### src/design/nuve_pkg.sv
// ---------------------------------------------------------------------------
// nuve_pkg
// Shared types, widths and constants of the unison voice expander.
// ---------------------------------------------------------------------------
package nuve_pkg;

	// voice limit
	localparam int MAX_VOICES = 16;

	// field widths
	localparam int KIND_W   = 2;
	localparam int KEY_W    = 8;
	localparam int PITCH_W  = 32;
	localparam int PHASE_W  = 32;
	localparam int VEL_W    = 16;
	localparam int ID_W     = 12;
	localparam int SPREAD_W = 13;
	localparam int VCNT_W   = 5;
	localparam int VIDX_W   = (MAX_VOICES > 1) ? $clog2(MAX_VOICES) : 1;
	localparam int CIDX_W   = 2;

	// event kinds
	localparam logic [KIND_W-1:0] KIND_START  = 2'd0;
	localparam logic [KIND_W-1:0] KIND_CHANGE = 2'd1;
	localparam logic [KIND_W-1:0] KIND_STOP   = 2'd2;
	localparam logic [KIND_W-1:0] KIND_NONE   = 2'd3;

	// register indexes
	localparam logic [CIDX_W-1:0] REG_SPREAD = 2'd0;
	localparam logic [CIDX_W-1:0] REG_VCOUNT = 2'd1;
	localparam logic [CIDX_W-1:0] REG_RPHASE = 2'd2;

	// exponent divider
	localparam int DIV_BITS   = 17;
	localparam int STEP_W     = 5;
	localparam int REM_W      = 35;
	localparam int DEN_W      = 17;
	localparam int SEMI_SCALE = 24 * 256;
	localparam int EXP_W      = 20;
	localparam int EXP_BIAS   = 8;

	// exp2 series
	localparam logic [31:0] LN2_Q32   = 32'd2977044472;
	localparam int          TERMS     = 12;
	localparam int          SUM_W     = 35;

	// phase generator
	localparam logic [31:0] LFSR_SEED = 32'hACE1ACE1;
	localparam logic [31:0] LFSR_TAPS = 32'h80200003;

	// datapath operations
	typedef enum logic [3:0] {
		OP_NONE,
		OP_LOAD,
		OP_INIT,
		OP_DIV_STEP,
		OP_XMUL,
		OP_TSTART,
		OP_TMUL,
		OP_TRECIP,
		OP_TACC,
		OP_PMUL,
		OP_ROUND,
		OP_EMIT
	} dp_op_t;

	typedef struct packed {
		dp_op_t              op;
		logic [VIDX_W-1:0]   vidx;
		logic [STEP_W-1:0]   step;
	} dp_cmd_t;

	typedef struct packed {
		logic [VCNT_W-1:0]   n_eff;
		logic                bypass;
		logic                out_free;
	} dp_sts_t;

	// floor(2^32 / n) for the series divisors
	function automatic logic [31:0] recip(input logic [3:0] n);
		logic [31:0] r;
		unique case (n)
			4'd2:    r = 32'd2147483648;
			4'd3:    r = 32'd1431655765;
			4'd4:    r = 32'd1073741824;
			4'd5:    r = 32'd858993459;
			4'd6:    r = 32'd715827882;
			4'd7:    r = 32'd613566756;
			4'd8:    r = 32'd536870912;
			4'd9:    r = 32'd477218588;
			4'd10:   r = 32'd429496729;
			4'd11:   r = 32'd390451572;
			4'd12:   r = 32'd357913941;
			default: r = 32'hFFFFFFFF;
		endcase
		return r;
	endfunction

endpackage

### src/design/nuve_ctrl.sv
// ---------------------------------------------------------------------------
// nuve_ctrl
// Sequencer: walks the voices of one event through the detune steps.
// ---------------------------------------------------------------------------
module nuve_ctrl (
	input  logic                         clk,
	input  logic                         arst_n,
	input  logic                         in_valid,
	output logic                         in_ready,
	input  logic [nuve_pkg::KIND_W-1:0]  in_kind,
	input  nuve_pkg::dp_sts_t            sts,
	output nuve_pkg::dp_cmd_t            cmd
);

	typedef enum logic [3:0] {
		S_IDLE,
		S_INIT,
		S_DIV,
		S_XMUL,
		S_TSTART,
		S_TMUL,
		S_TRECIP,
		S_TACC,
		S_PMUL,
		S_ROUND,
		S_EMIT
	} state_t;

	state_t                        state_q;
	logic [nuve_pkg::VIDX_W-1:0]   vidx_q;
	logic [nuve_pkg::STEP_W-1:0]   step_q;
	logic                          last_c;

	assign in_ready = (state_q == S_IDLE);
	assign last_c   = (nuve_pkg::VCNT_W'(vidx_q) + nuve_pkg::VCNT_W'(1)) == sts.n_eff;

	// command decode
	always_comb begin
		cmd.vidx = vidx_q;
		cmd.step = step_q;
		unique case (state_q)
			S_IDLE:   cmd.op = in_valid ? nuve_pkg::OP_LOAD : nuve_pkg::OP_NONE;
			S_INIT:   cmd.op = nuve_pkg::OP_INIT;
			S_DIV:    cmd.op = nuve_pkg::OP_DIV_STEP;
			S_XMUL:   cmd.op = nuve_pkg::OP_XMUL;
			S_TSTART: cmd.op = nuve_pkg::OP_TSTART;
			S_TMUL:   cmd.op = nuve_pkg::OP_TMUL;
			S_TRECIP: cmd.op = nuve_pkg::OP_TRECIP;
			S_TACC:   cmd.op = nuve_pkg::OP_TACC;
			S_PMUL:   cmd.op = nuve_pkg::OP_PMUL;
			S_ROUND:  cmd.op = nuve_pkg::OP_ROUND;
			S_EMIT:   cmd.op = sts.out_free ? nuve_pkg::OP_EMIT : nuve_pkg::OP_NONE;
			default:  cmd.op = nuve_pkg::OP_NONE;
		endcase
	end

	// state and counters
	always_ff @(posedge clk or negedge arst_n) begin
		if (!arst_n) begin
			state_q <= S_IDLE;
			vidx_q  <= '0;
			step_q  <= '0;
		end else begin
			unique case (state_q)
				S_IDLE: begin
					vidx_q <= '0;
					if (in_valid && in_kind != nuve_pkg::KIND_NONE
						&& sts.n_eff != '0) begin
						state_q <= S_INIT;
					end
				end
				S_INIT: begin
					step_q  <= nuve_pkg::STEP_W'(nuve_pkg::DIV_BITS - 1);
					state_q <= sts.bypass ? S_EMIT : S_DIV;
				end
				S_DIV: begin
					if (step_q == '0) begin
						state_q <= S_XMUL;
					end else begin
						step_q <= step_q - nuve_pkg::STEP_W'(1);
					end
				end
				S_XMUL:   state_q <= S_TSTART;
				S_TSTART: begin
					step_q  <= nuve_pkg::STEP_W'(2);
					state_q <= S_TMUL;
				end
				S_TMUL:   state_q <= S_TRECIP;
				S_TRECIP: state_q <= S_TACC;
				S_TACC: begin
					if (step_q == nuve_pkg::STEP_W'(nuve_pkg::TERMS)) begin
						state_q <= S_PMUL;
					end else begin
						step_q  <= step_q + nuve_pkg::STEP_W'(1);
						state_q <= S_TMUL;
					end
				end
				S_PMUL:   state_q <= S_ROUND;
				S_ROUND:  state_q <= S_EMIT;
				S_EMIT: begin
					if (sts.out_free) begin
						if (last_c) begin
							state_q <= S_IDLE;
						end else begin
							vidx_q  <= vidx_q + nuve_pkg::VIDX_W'(1);
							state_q <= S_INIT;
						end
					end
				end
				default: state_q <= S_IDLE;
			endcase
		end
	end

	// voice index stays within the voice count in the emit state
	a_vidx_range: assert property (@(posedge clk) disable iff (!arst_n)
		state_q == S_EMIT |-> nuve_pkg::VCNT_W'(vidx_q) < sts.n_eff)
		else $error("voice index beyond voice count");

	// series divisor stays in its table range
	a_term_range: assert property (@(posedge clk) disable iff (!arst_n)
		state_q == S_TRECIP |-> step_q >= nuve_pkg::STEP_W'(2)
			&& step_q <= nuve_pkg::STEP_W'(nuve_pkg::TERMS))
		else $error("series divisor out of range");

	// a finished voice leaves the emit state once the output register frees
	a_emit_move: assert property (@(posedge clk) disable iff (!arst_n)
		state_q == S_EMIT && sts.out_free |=> state_q == S_IDLE || state_q == S_INIT)
		else $error("emit did not advance");

endmodule

### config.mk
export PLATFORM = sky130hd
export DESIGN_NAME = nuve_ctrl
export DESIGN_NICKNAME = d
export VERILOG_FILES = /design/src/design/nuve_pkg.sv /design/src/design/nuve_ctrl.sv
export SDC_FILE = /design/constraint.sdc
export NUM_CORES = 1
export LEC_CHECK = 0
export BUFFER_PORTS_ARGS = -buffer_cell sky130_fd_sc_hd__buf_2
export CORE_UTILIZATION = 35
export DETAILED_ROUTE_END_ITERATION = 6
export PLACE_DENSITY = 0.57
export SLEW_MARGIN = 15
export SYNTH_ARGS = -nofsm -noshare
export SYNTH_HDL_FRONTEND = slang
export SYNTH_SLANG_ARGS = --single-unit
### constraint.sdc
create_clock -name clk -period 4 [get_ports clk]
set_input_delay 0.2 -clock clk [delete_from_list [all_inputs] [get_ports clk]]
set_output_delay 0.2 -clock clk [all_outputs]
set_load 0.005 [all_outputs]
==> results of run 1 <==
registers in the layout, indices dropped and copies added (netlist names):
name and count:
state_q 4, vidx_q 4, step_q 5
where the power goes:
part / leakage [uW] / switching [uW] / internal [uW]
logic: 0.000434 / 342 / 272
registers: 0.000167 / 120 / 178
clock network: 0.0000150 / 48.1 / 38.8
stage by stage:
stage,instance area (sq um),instances,total power (uW)
4_1_cts,1340,204,1000
5_1_grt,1340,204,1110
2_1_floorplan,1170,137,759
3_5_place_dp,1300,199,909
3_3_place_gp,1300,199,907
6_report,1340,204,999
cell families (layout without fill, tap and decap cells):
| logic type | count (synthesis) | count (layout) |
|---|---|---|
| flip-flops | 13 | 13 |
| multiplexers | 1 | 1 |
| AO/OA/AOI/OAI | 49 | 49 |
| adder cells (fa/ha/maj) | 5 | 5 |
| AND/OR/NAND/NOR | 44 | 44 |
| buffers and inverters | 17 | 40 |
| XOR/XNOR | 8 | 8 |
area by class of cell:
| class | instances | area, sq um |
|---|---|---|
| Fill cell | 348 | 1760 |
| Multi-Input combinational cell | 107 | 759 |
| Sequential cell | 13 | 325 |
| Timing Repair Buffer | 26 | 135 |
| Tap cell | 44 | 55.1 |
| Inverter | 10 | 37.5 |
| Clock buffer | 4 | 26.3 |
metal layers:
layer	vias to the layer above	share of wire (%)	track usage, %
met2	44	43	25.9
met4	0	2.1	8.97
met3	4	6.7	2.60
met1	509	48	25.9
met5	-	0	0
li1	557	-	-
worst max path at each step:
stage	from	end	slack (ps)	depth (start not counted)
floorplan	state_q[2]$_DFFE_PN0P_	step_q[4]$_DFFE_PN0P_	1900	8
CTS	state_q[1]$_DFFE_PN0P_	step_q[4]$_DFFE_PN0P_	1370	8
global route	state_q[1]$_DFFE_PN0P_	step_q[4]$_DFFE_PN0P_	1080	8
finish	state_q[1]$_DFFE_PN0P_	step_q[4]$_DFFE_PN0P_	1330	8
detailed placement	state_q[1]$_DFFE_PN0P_	step_q[4]$_DFFE_PN0P_	1390	8
global placement	state_q[1]$_DFFE_PN0P_	step_q[4]$_DFFE_PN0P_	1490	8
layout by cell type, fill, tap and decap left out, types with 3 or more instances in the layout:
cell type / n
sky130_fd_sc_hd__o21ai_0: 9
sky130_fd_sc_hd__a21oi_1: 11
sky130_fd_sc_hd__xnor2_1: 3
sky130_fd_sc_hd__buf_2: 25
sky130_fd_sc_hd__dfrtp_1: 13
sky130_fd_sc_hd__nand2_1: 11
sky130_fd_sc_hd__xor2_1: 4
sky130_fd_sc_hd__nor2_1: 10
sky130_fd_sc_hd__ha_1: 4
sky130_fd_sc_hd__nand3_1: 9
sky130_fd_sc_hd__inv_1: 10
sky130_fd_sc_hd__nor2b_1: 3
sky130_fd_sc_hd__o211ai_1: 3
sky130_fd_sc_hd__clkbuf_4: 3
sky130_fd_sc_hd__a21o_1: 3
timing repair:
action	CTS	global route
setup endpoints to repair	0	0
hold endpoints to repair	13	0
hold buffers	1	0
==> impl_metrics.json, run 1 <==
{
  "run_status": "completed",
  "number_of_design_rule_violations_left_by_the_first_detailed_router_iteration": 57,
  "synthesis.area_per_instance_sq_um": 8.55,
  "cts_htree_levels": 1,
  "die_width_um": 59.8,
  "yosys_warnings": 0,
  "clk-insertion-delay-late_ps": 290,
  "port_buffers": 25,
  "fraction_of_synthesized_cell_area_in_xor_and_xnor_cells_pct": 7.16,
  "min_period_ps": 2670,
  "power-per-cell-area_mw_per_mm2": 746,
  "timing.setup.tns_ps": 0,
  "timing.final.max_slew_violations": 0,
  "post-synth-top-area-cell": "sky130_fd_sc_hd__dfrtp_1",
  "post_cts.resized_instances": 0,
  "cts-root-to-sink-buffers": 2,
  "cpLargestDelayFamily": "simple AND/OR/NAND/NOR gates",
  "rows": 20,
  "criticalPathCategory": "reg2reg",
  "synthTopCellsByCount": "sky130_fd_sc_hd__dfrtp_1, sky130_fd_sc_hd__a21oi_1, sky130_fd_sc_hd__nand2_1",
  "final_min_period_over_clock_period_pct": 66.8,
  "vias_per_cell": 5.46,
  "setup_viol_count_final": 0,
  "crit-reg2reg-capture": "step_q[4]$_DFFE_PN0P_",
  "drt-wirelength-per-cell_um": 14.1,
  "slowest_delay_ps": 590,
  "post-route-worst-setup-slack_ps": 1330,
  "gpl.final_weighted_congestion": 0.834,
  "worst_hold_path_startpoint": "sts[0]",
  "grt_max_degree": 17,
  "synth_edf_count": 0,
  "grt_pass1_vias": 995,
  "pre_cts_slack_ps": 1390,
  "final_net_count": 178,
  "ios": 26,
  "worstPathMaxFanout": 15,
  "synth_largest_type_area_fraction_pct": 27.8,
  "max_slew.worst_pin.slew_ps": 555,
  "diodes": 0,
  "first_pass_grt_wire_length_um": 4690,
  "clkTransAtPathRegs_ps": 90,
  "crit-reg2reg-launch": "state_q[1]$_DFFE_PN0P_",
  "ff2ff_setup_slack_ps": 1330,
  "yosys.cell_count.top_type": "sky130_fd_sc_hd__dfrtp_1",
  "synth_flop_cell": "sky130_fd_sc_hd__dfrtp_1",
  "cp-start-kind": "flop",
  "timing.critical_path.arrival_ps": 2880,
  "synth_area_sq_mm": 0.00117,
  "maxSlewHeadroom_pct": 63.0,
  "post_cts_buffers": 0,
  "postRouteWirelength_um": 2870,
  "endpoint_kind": "flop",
  "report.final.hold_viol_count": 0,
  "leftover_overflow_at_the_end_of_global_routing": 0,
  "worst_path_cell_trace": "inv_1, nor2_1, nand3_1, ha_1, nor2b_1, o21ai_0, a22o_1, a32oi_1",
  "grt_setup_unrepaired": "no",
  "synthMuxAreaShare_pct": 0.855,
  "holdWs_ps": 285,
  "achievable-frequency_mhz": 374,
  "postSynth.asyncResetShare_pct": 100,
  "worst_ir_drop_vdd_mv": 0.324,
  "min_delay_path_depth": 2,
  "synth_compound_area_share_pct": 31.5,
  "yosys.area_share.adder_pct": 5.98,
  "route.vias.total": 1114,
  "critPathSlowestCell": "sky130_fd_sc_hd__dfrtp_1",
  "grt_antenna_before_repair": 0,
  "floorplan.die_area_sq_mm": 0.00358,
  "number_of_synthesized_register_bits": 13,
  "critical_path_buf_inv_count": 1,
  "worst_hold_path_type": "in2reg",
  "cts-buffers-inserted": 3,
  "route.antenna.remaining_nets": 0,
  "tritoncts": "built",
  "hpwl_um": 2210,
  "skew_ps": 5.20,
  "timing.critical_path.required_ps": 4210,
  "timing.reg2reg.worst_path_depth": 8,
  "whs_endpoint": "vidx_q[1]$_DFFE_PN0P_",
  "netlist_instances": 137,
  "cellLeakagePower_uw": 0.000616,
  "dominant_combinational_cell_family_by_area_after_synthesis": "compound AO/OA/AOI/OAI gates",
  "core_area_sq_mm": 0.00310,
  "detail_route.first_pass.iterations": 6,
  "vertical_extent_of_the_die_um": 59.8,
  "ctsRootBufferMaster": "sky130_fd_sc_hd__clkbuf_4",
  "postSynthNetCount": 154,
  "synth_simple_gate_area_share_pct": 19.3,
  "fin_util_pct": 43.1,
  "start_util_pct": 37.7,
  "drive_gt1_share_pct": 23.1,
  "drc": 0,
  "ys_types": 49,
  "layout_stage_area_growth_over_the_synthesis_result_pct": 14.3,
  "number_of_maximum_capacitance_constraint_violations": 0,
  "cts.sink_count": 13,
  "ys_seq_area_share_pct": 27.8,
  "yosys-top-cells-area": "sky130_fd_sc_hd__dfrtp_1, sky130_fd_sc_hd__a21oi_1, sky130_fd_sc_hd__ha_1",
  "grt_usage_pct": 18.0
}
Power figures use the tool's default switching activity.
==> run 2: changes to the inputs <==
--- a/config.mk
+++ b/config.mk
@@ -5,6 +5,7 @@
 export SDC_FILE = /design/constraint.sdc
 export NUM_CORES = 1
 export LEC_CHECK = 0
+export ABC_AREA = 1
 export BUFFER_PORTS_ARGS = -buffer_cell sky130_fd_sc_hd__buf_2
 export CORE_UTILIZATION = 35
 export DETAILED_ROUTE_END_ITERATION = 6
==> constraint.sdc (replaced) <==
create_clock -name clk -period 2.7 [get_ports clk]
set_input_delay 0.135 -clock clk [delete_from_list [all_inputs] [get_ports clk]]
set_output_delay 0.135 -clock clk [all_outputs]
set_load 0.005 [all_outputs]
==> run 2 against run 1 <==
  * Sequential share of layout area down 0.34 points
  * Utilization up 0.96 points
  * Synthesized cell count up 28%
  * Worst setup slack worse by 560 ps
  * Hold slack worse by 200 ps
  * Via count up 5.4%
  * Synthesized area down 1.6%
  * Highest routed layer unchanged
==> impl_metrics.json, run 2 <==
{
  "most-common-layout-cells": "sky130_fd_sc_hd__nand2_1, sky130_fd_sc_hd__inv_1, sky130_fd_sc_hd__buf_2, sky130_fd_sc_hd__nand3_1, sky130_fd_sc_hd__dfrtp_1",
  "achievable-frequency_mhz": 516,
  "netlist_instances": 176,
  "grt_antenna_before_repair": 0,
  "finish.instance_area_sq_mm": 0.00136,
  "critPathMostFrequentCell": "sky130_fd_sc_hd__inv_2",
  "worst_hold_path_type": "in2reg",
  "post_cts_hold_buffer_count": 1,
  "ys_types": 24,
  "postSynth.asyncResetShare_pct": 100,
  "route.antenna.remaining_nets": 0,
  "drc": 0,
  "die_width_um": 59.4,
  "core_area_sq_mm": 0.00308,
  "worst_path_cell_trace": "inv_1, nand2_1, nor2_2, inv_2, nor2_1, inv_2, o211ai_1, buf_2",
  "synth_area_sq_mm": 0.00115,
  "vertical_extent_of_the_die_um": 59.4,
  "yosys_warnings": 0,
  "first_pass_grt_wire_length_um": 4860,
  "hpwl_um": 2170,
  "power-per-cell-area_mw_per_mm2": 982,
  "skew_ps": 11.4,
  "worst_ir_drop_vdd_mv": 0.369,
  "layout_stage_area_growth_over_the_synthesis_result_pct": 17.8,
  "final_min_period_over_clock_period_pct": 71.8,
  "layout_top_registers": "step_q (5), state_q (4), vidx_q (4)",
  "synth_edf_count": 0,
  "report.final.hold_viol_count": 0,
  "cellLeakagePower_uw": 0.000761,
  "ys_seq_area_share_pct": 28.2,
  "post-synth-top-area-cell": "sky130_fd_sc_hd__dfrtp_1",
  "floorplan.die_area_sq_mm": 0.00353,
  "grt_setup_unrepaired": "no",
  "worstPathMaxFanout": 7,
  "ios": 26,
  "largest_register": "step_q",
  "setup_viol_count_final": 0,
  "detail_route.first_pass.iterations": 4,
  "cts-root-to-sink-buffers": 2,
  "timing.critical_path.required_ps": 2570,
  "synth_flop_cell": "sky130_fd_sc_hd__dfrtp_1",
  "ctsRootBufferMaster": "sky130_fd_sc_hd__clkbuf_4",
  "port_buffers": 25,
  "run_status": "completed",
  "rows": 20,
  "critPathSlowestCell": "sky130_fd_sc_hd__dfrtp_1",
  "final_net_count": 223,
  "number_of_design_rule_violations_left_by_the_first_detailed_router_iteration": 60,
  "post_cts.resized_instances": 0,
  "drive_gt1_share_pct": 24.9,
  "leftover_overflow_at_the_end_of_global_routing": 0,
  "vias_per_cell": 4.71,
  "cts.sink_count": 13,
  "criticalPathCategory": "reg2out",
  "mostFrequentLayoutCell": "sky130_fd_sc_hd__nand2_1",
  "diodes": 0,
  "cts_htree_levels": 1,
  "cp-start-kind": "flop",
  "postRouteWirelength_um": 2690,
  "synthTopCellsByCount": "sky130_fd_sc_hd__nand2_1, sky130_fd_sc_hd__inv_1, sky130_fd_sc_hd__nand3_1",
  "postPlaceCellArea_sq_mm": 0.00132,
  "grt_usage_pct": 18.3,
  "timing.critical_path.arrival_ps": 1800,
  "tritoncts": "built",
  "maxSlewHeadroom_pct": 74.8,
  "timing.final.max_slew_violations": 0,
  "grt_pass1_vias": 1118,
  "max_slew.worst_pin.slew_ps": 376,
  "fin_util_pct": 44.1,
  "min_period_ps": 1940,
  "cts-buffers-inserted": 3,
  "postSynthNetCount": 193,
  "timing.setup.tns_ps": 0,
  "start_util_pct": 37.4,
  "yosys-top-cells-area": "sky130_fd_sc_hd__dfrtp_1, sky130_fd_sc_hd__nand2_1, sky130_fd_sc_hd__inv_1",
  "fillers": 338,
  "drt-wirelength-per-cell_um": 10.8,
  "number_of_maximum_capacitance_constraint_violations": 0,
  "grt_max_degree": 14,
  "largest_reg_flops": 5,
  "post_cts_buffers": 0,
  "clk-insertion-delay-late_ps": 280,
  "yosys.cell_count.top_type": "sky130_fd_sc_hd__nand2_1",
  "endpoint_kind": "output port",
  "slowest_delay_ps": 460,
  "synth_largest_type_area_fraction_pct": 28.2,
  "route.vias.total": 1174,
  "clkTransAtPathRegs_ps": 90,
  "gpl.final_weighted_congestion": 0.868,
  "synthesis.area_per_instance_sq_um": 6.55,
  "number_of_synthesized_register_bits": 13
}
==> run 2: cell count changes after synthesis, sizes merged, moves of 4 or more <==
cell | previous run | this run
nand4 | 0 | 9
nand3 | 9 | 19
a21oi | 12 | 3
nand2 | 11 | 62
xor2 | 4 | 0
or2 | 0 | 4
inv | 10 | 33
==> run 2: worst paths after layout <==
kind	from	endpoint	slack, ps	cells past startpoint
max	state_q[2]$_DFFE_PN0P_	cmd[9]	760	8
min	sts[1]	state_q[3]$_DFFE_PN0P_	90	3
max reg2reg	state_q[1]$_DFFE_PN0P_	step_q[4]$_DFFE_PN0P_	820	9
min reg2reg	vidx_q[1]$_DFFE_PN0P_	vidx_q[1]$_DFFE_PN0P_	570	2
max in group asynchronous	arst_n	vidx_q[2]$_DFFE_PN0P_	2180	2
min in group asynchronous	arst_n	step_q[1]$_DFFE_PN0P_	270	2
==> run 2: cell type report <==
class | count | area, sq um | area share (%)
Tap cell | 44 | 55.1 | 4.06
Multi-Input combinational cell | 129 | 692 | 51.0
Sequential cell | 13 | 325 | 24.0
Clock buffer | 4 | 26.3 | 1.94
Timing Repair Buffer | 26 | 135 | 9.95
Inverter | 33 | 124 | 9.12
==> run 2: metrics by stage <==
step | instances | total power [uW] | hold slack (ps) | worst slack, ps
6_report | 249 | 1330 | 87.9 | 762
5_1_grt | 249 | 1510 | 93.1 | 625
4_1_cts | 249 | 1350 | 85.6 | 756
3_5_place_dp | 244 | 1220 | 51.3 | 852
3_3_place_gp | 244 | 1200 | 47.2 | 921
2_1_floorplan | 176 | 996 | -161 | 1030
==> run 2: cells by family after synthesis <==
| kind of cell | count (synthesis) | share of synthesized area [%] |
|---|---|---|
| simple gates | 109 | 45.6 |
| buf+inv | 34 | 11.7 |
| compound gates | 15 | 8.36 |
| flops | 13 | 28.2 |
| fa+ha+maj | 5 | 6.08 |
==> run 2: power breakdown <==
part / switching (uW) / internal, uW
Clock: 68.1 / 57.4
Combinational: 533 / 333
Sequential: 86.6 / 255
Total: 688 / 645
==> run 2: metal layers <==
metal	GRT usage, %	wire length [um]
met5	0	0
met4	8.16	49
met3	2.62	125
met2	29.9	1250
met1	23.8	1260
==> run 2: worst max-delay path: cells and delay by family (launching register included) <==
family          cells  cell delay (ps)
compound gates      1               90
buf+inv             4              380
flops               1              460
simple gates        3              580
